### src/hw/rtl/cbf_pkg.sv
// Shared constants, codes and types of the counting Bloom filter.
`default_nettype none
package cbf_pkg;

  localparam int CBF_COUNTERS   = 4096;
  localparam int CBF_MAX_HASHES = 8;
  localparam int CBF_COUNT_BITS = 16;

  localparam logic [63:0] HASH_SEED = 64'h0000_0000_dead_beef;
  localparam logic [63:0] MM_C1     = 64'h87c3_7b91_1142_53d5;
  localparam logic [63:0] MM_C2     = 64'h4cf5_ad43_2745_937f;
  localparam logic [63:0] FMIX_C1   = 64'hff51_afd7_ed55_8ccd;
  localparam logic [63:0] FMIX_C2   = 64'hc4ce_b9fe_1a85_ec53;
  localparam logic [63:0] KEY_LEN   = 64'd4;

  typedef enum logic [1:0] {
    CMD_ADD    = 2'd0,
    CMD_QUERY  = 2'd1,
    CMD_DELETE = 2'd2,
    CMD_NONE   = 2'd3
  } cmd_t;

  typedef enum logic [1:0] {
    CFG_HASH_COUNT      = 2'd0,
    CFG_COUNTERS_IN_USE = 2'd1,
    CFG_COUNT_LIMIT     = 2'd2
  } cfg_idx_t;

  typedef enum logic [3:0] {
    HS_IDLE, HS_K1, HS_K2, HS_AB, HS_ADD1, HS_ADD2, HS_FA1, HS_FA2,
    HS_FB1, HS_FB2, HS_ADD3, HS_ADD4, HS_DONE
  } hash_state_t;

  typedef enum logic [2:0] {
    TS_CLEAR, TS_IDLE, TS_HASH, TS_MSTART, TS_MOD, TS_READ, TS_MODIFY, TS_RESP
  } top_state_t;

  typedef struct packed {
    logic        done;
    logic [63:0] h1;
    logic [63:0] h2;
  } hash_res_t;

endpackage
`default_nettype wire

### src/hw/rtl/cbf_mod.sv
// Iterative remainder of a 64-bit value by a narrow modulus, eight bits per cycle.
`default_nettype none
module cbf_mod #(
  parameter int COUNTERS = cbf_pkg::CBF_COUNTERS
) (
  input  wire logic                           clk,
  input  wire logic                           rst_n,
  input  wire logic                           start,
  input  wire logic [63:0]                    value,
  input  wire logic [$clog2(COUNTERS+1)-1:0]  modulus,
  output      logic                           done,
  output      logic [$clog2(COUNTERS+1)-1:0]  rem
);

  localparam int MW = $clog2(COUNTERS + 1);

  logic [63:0]   val_r, val_nxt;
  logic [MW-1:0] rem_r, rem_nxt;
  logic [2:0]    cnt_r;
  logic          busy_r, done_r;
  logic [MW:0]   t;

  // Restoring steps: remainder stays below the modulus, so one subtract suffices.
  always_comb begin
    t       = '0;
    rem_nxt = rem_r;
    val_nxt = val_r;
    if (start) begin
      rem_nxt = '0;
      val_nxt = value;
    end else if (busy_r) begin
      for (int i = 0; i < 8; i++) begin
        t = {rem_nxt, val_nxt[63]};
        if (t >= {1'b0, modulus}) begin
          t = t - {1'b0, modulus};
        end
        rem_nxt = t[MW-1:0];
        val_nxt = {val_nxt[62:0], 1'b0};
      end
    end
  end

  always_ff @(posedge clk) begin
    if (!rst_n) begin
      busy_r <= 1'b0;
      done_r <= 1'b0;
      cnt_r  <= 3'd0;
    end else begin
      done_r <= busy_r && (cnt_r == 3'd7);
      if (start) begin
        busy_r <= 1'b1;
        cnt_r  <= 3'd0;
      end else if (busy_r) begin
        cnt_r <= cnt_r + 3'd1;
        if (cnt_r == 3'd7) begin
          busy_r <= 1'b0;
        end
      end
    end
    rem_r <= rem_nxt;
    val_r <= val_nxt;
  end

  assign done = done_r;
  assign rem  = rem_r;

endmodule
`default_nettype wire

### config.mk
export PLATFORM = sky130hd
export DESIGN_NAME = cbf_mod
export DESIGN_NICKNAME = d
export VERILOG_FILES = /design/src/hw/rtl/cbf_pkg.sv /design/src/hw/rtl/cbf_mod.sv
export SDC_FILE = /design/constraint.sdc
export NUM_CORES = 1
export LEC_CHECK = 0
export ABC_AREA = 0
export BUFFER_PORTS_ARGS = -buffer_cell sky130_fd_sc_hd__clkbuf_2
export CAP_MARGIN = 20
export CORE_MARGIN = 2
export CORE_UTILIZATION = 42
export DETAILED_ROUTE_END_ITERATION = 10
export PLACE_DENSITY = 0.62
export SLEW_MARGIN = 20
export SYNTH_ARGS = -nofsm -noshare
export SYNTH_HDL_FRONTEND = slang
export SYNTH_SLANG_ARGS = --single-unit
### constraint.sdc
create_clock -name clk -period 22.3 [get_ports clk]
set_input_delay 2.23 -clock clk [delete_from_list [all_inputs] [get_ports clk]]
set_output_delay 2.23 -clock clk [all_outputs]
set_load 0.01 [all_outputs]
==> results.cfg <==
[run_status]
outcome = finished clean

[floorplan]
rows = 55
die_y_um = 155
core_area_um2 = 22600
start_util = 0.426
die_area_um2 = 24100
ios = 94
die_x_um = 155

[place]
dp.cells = 1462
io_buffer_count = 93
place_ws_ns = -0.0901
gp_congestion = 0.972
place_area_um2 = 10600
hpwl_um = 22200

[global_route]
grt_pass1_vias = 8176
grt_antenna_before_repair = 0
overflow = 0
grt.total_usage = 0.230
grt_max_degree = 81
grt_pass1_wl_um = 44000

[yosys]
ys_warn_count = 0
synth_nets = 1269
syn_inst = 1075
ys_ff_latch = 82
netlist.area_leader.share = 0.200
synth_edf_count = 64
yosysSeqAreaShare = 0.237
synth_area_um2 = 9620
synth_flop_cell = edfxtp_1
synth.distinct_cells = 76
yosys.area.top_type = edfxtp_1
synth_area_per_cell_um2 = 8.95
yosys-top-cells-area = edfxtp_1 20%, ha_1 14%, mux2_2 10%
async_reset_ff_frac = 0

[drt]
drt_first_iter_violations = 510
drtPass1Iterations = 5
top_layer_used = met4
wl_met2_um = 12400
m1WireLength_um = 12800
drt_wl_total_um = 28000
via_per_inst = 5.83
drc = 0
routed-wl-met3_um = 2010
ant_nets = 0
num_vias = 8626
wire_per_inst_um = 18.9

[cells_and_area]
nets = 1384
final_cell_area_um2 = 11000
seq_area_um2 = 2280
area_growth_pct = 14.8
final_common_cell = ha_1
fillers = 2205
layout_common_cells = 105 x ha_1, 92 x clkbuf_2, 88 x nor2_1, 86 x mux2_2, 70 x nand2_1
antenna_cells_inserted = 0
layoutNonFillerInstCount = 1480
multi_input_area_um2 = 7160
drive_above_1_share = 0.237

[clocking]
clock-sinks = 82
cts_buffers = 9
cts_tree = yes
clk_pin_slew_ns = 0.06
clock_latency_ns = 0.33
cts_buffer_depth = 2
cts_root_buf = clkbuf_16
cts_max_level = 3

[worst_hold_path]
holdCritPathClass = reg -> reg

[critical_path]
worstPathMaxFanout = 14
path_delay_family = compound AO/OA/AOI/OAI gates
path_class = in -> reg
arrival_ns = 21.39
crit_buf_inv = 2
cpMostUsedCell = ha_1
required_ns = 22.54
cp-end-kind = flip-flop
slowest_delay_ns = 0.45
critPathLaunchType = primary input
cp_slowest_cell = or3b_4

[timing]
max_slew_margin = 0.386
fmax_mhz = 47.3
fin_skew_ns = 0.00593
fin_crit_sh = 0.948
finalSetupViolations = 0
layout_setup_ws_ns = 1.15
worst_pin_slew_ns = 0.920
holdWs_ns = 0.523
finalHoldViolCount = 0
maxSlewViolCount = 0
period_minus_slack_ns = 21.15

[run]
cap_viol_max_count = 0
## through the flow
stage	TNS (ns)	util
2_1_floorplan	0	-
3_3_place_gp	0	0.470
3_5_place_dp	-0.709	0.470
4_1_cts	0	0.482
5_1_grt	-0.0659	0.490
6_report	0	0.490
## area by class of cell
class	count	share of cell area
Multi-Input combinational cell	911	0.648
Sequential cell	82	0.207
Clock inverter	3	0.00181
Inverter	55	0.0187
Tap cell	285	0.0323
Clock buffer	13	0.0246
Timing Repair Buffer	131	0.0682
## worst register-to-register path: cells and delay by family, from the launching register on
family          cells  cell delay (ns)
flops               1             0.43
compound gates     46             9.45
mux                 5             1.79
buf+inv             2             0.29
fa+ha+maj           9             3.11
simple gates       23             4.33
## routing by layer
metal / vias to the layer above / GRT usage
li1: 4270 / -
met1: 4039 / 0.318
met2: 270 / 0.357
met3: 47 / 0.0499
met4: 0 / 0.0786
met5: - / 0
## what timing repair did
action / in CTS / in global routing
gates resized for setup: 0 / 33
hold buffers: 0 / 0
endpoints found under the setup margin: 0 / 13
setup buffers: 0 / 2
## state kept, by name, summed over array words and instances, names as in the netlist
signal  cells
busy_r      1
cnt_r       3
done        1
rem        13
val_r      64
## worst paths after layout
check,slack [ns],startpoint,cells past startpoint,endpoint
setup / recovery,1.15,modulus[0],85,rem[1]$_SDFFE_PP0P_
hold / removal,0.52,cnt_r[2]$_SDFFE_PP0P_,2,cnt_r[2]$_SDFFE_PP0P_
setup reg to reg,2.83,val_r[63]$_DFFE_PP_,85,rem[1]$_SDFFE_PP0P_
hold reg to reg,0.52,cnt_r[2]$_SDFFE_PP0P_,2,cnt_r[2]$_SDFFE_PP0P_
## kinds of logic (layout without fill, tap and decap cells)
logic type,Yosys count,in the layout,share of synthesized area
AOI/OAI and AO/OA,285,285,0.204
adders and majority gates,114,114,0.154
muxes,131,131,0.148
buffers and inverters,82,202,0.0339
DFF,82,82,0.237
and+or+nand+nor,316,316,0.163
xor gates and xnor gates,65,65,0.0592
## synth_stat cells (all sizes together), types with 14 or more instances
cell type	number
ha	106
nor2	91
mux2	90
nand2	72
edfxtp	64
o21ai	61
a21oi	60
inv	55
mux2i	41
xnor2	39
xor2	26
o21a	24
nor2b	23
nor3	23
a211oi	22
nand4	20
a21o	18
clkbuf	18
dfxtp	18
nand3	15
and3	14
nand2b	14
Power is left out: the tool's default activity adds up to more than one toggle a clock period on the data nets, which glitch-free logic cannot reach.
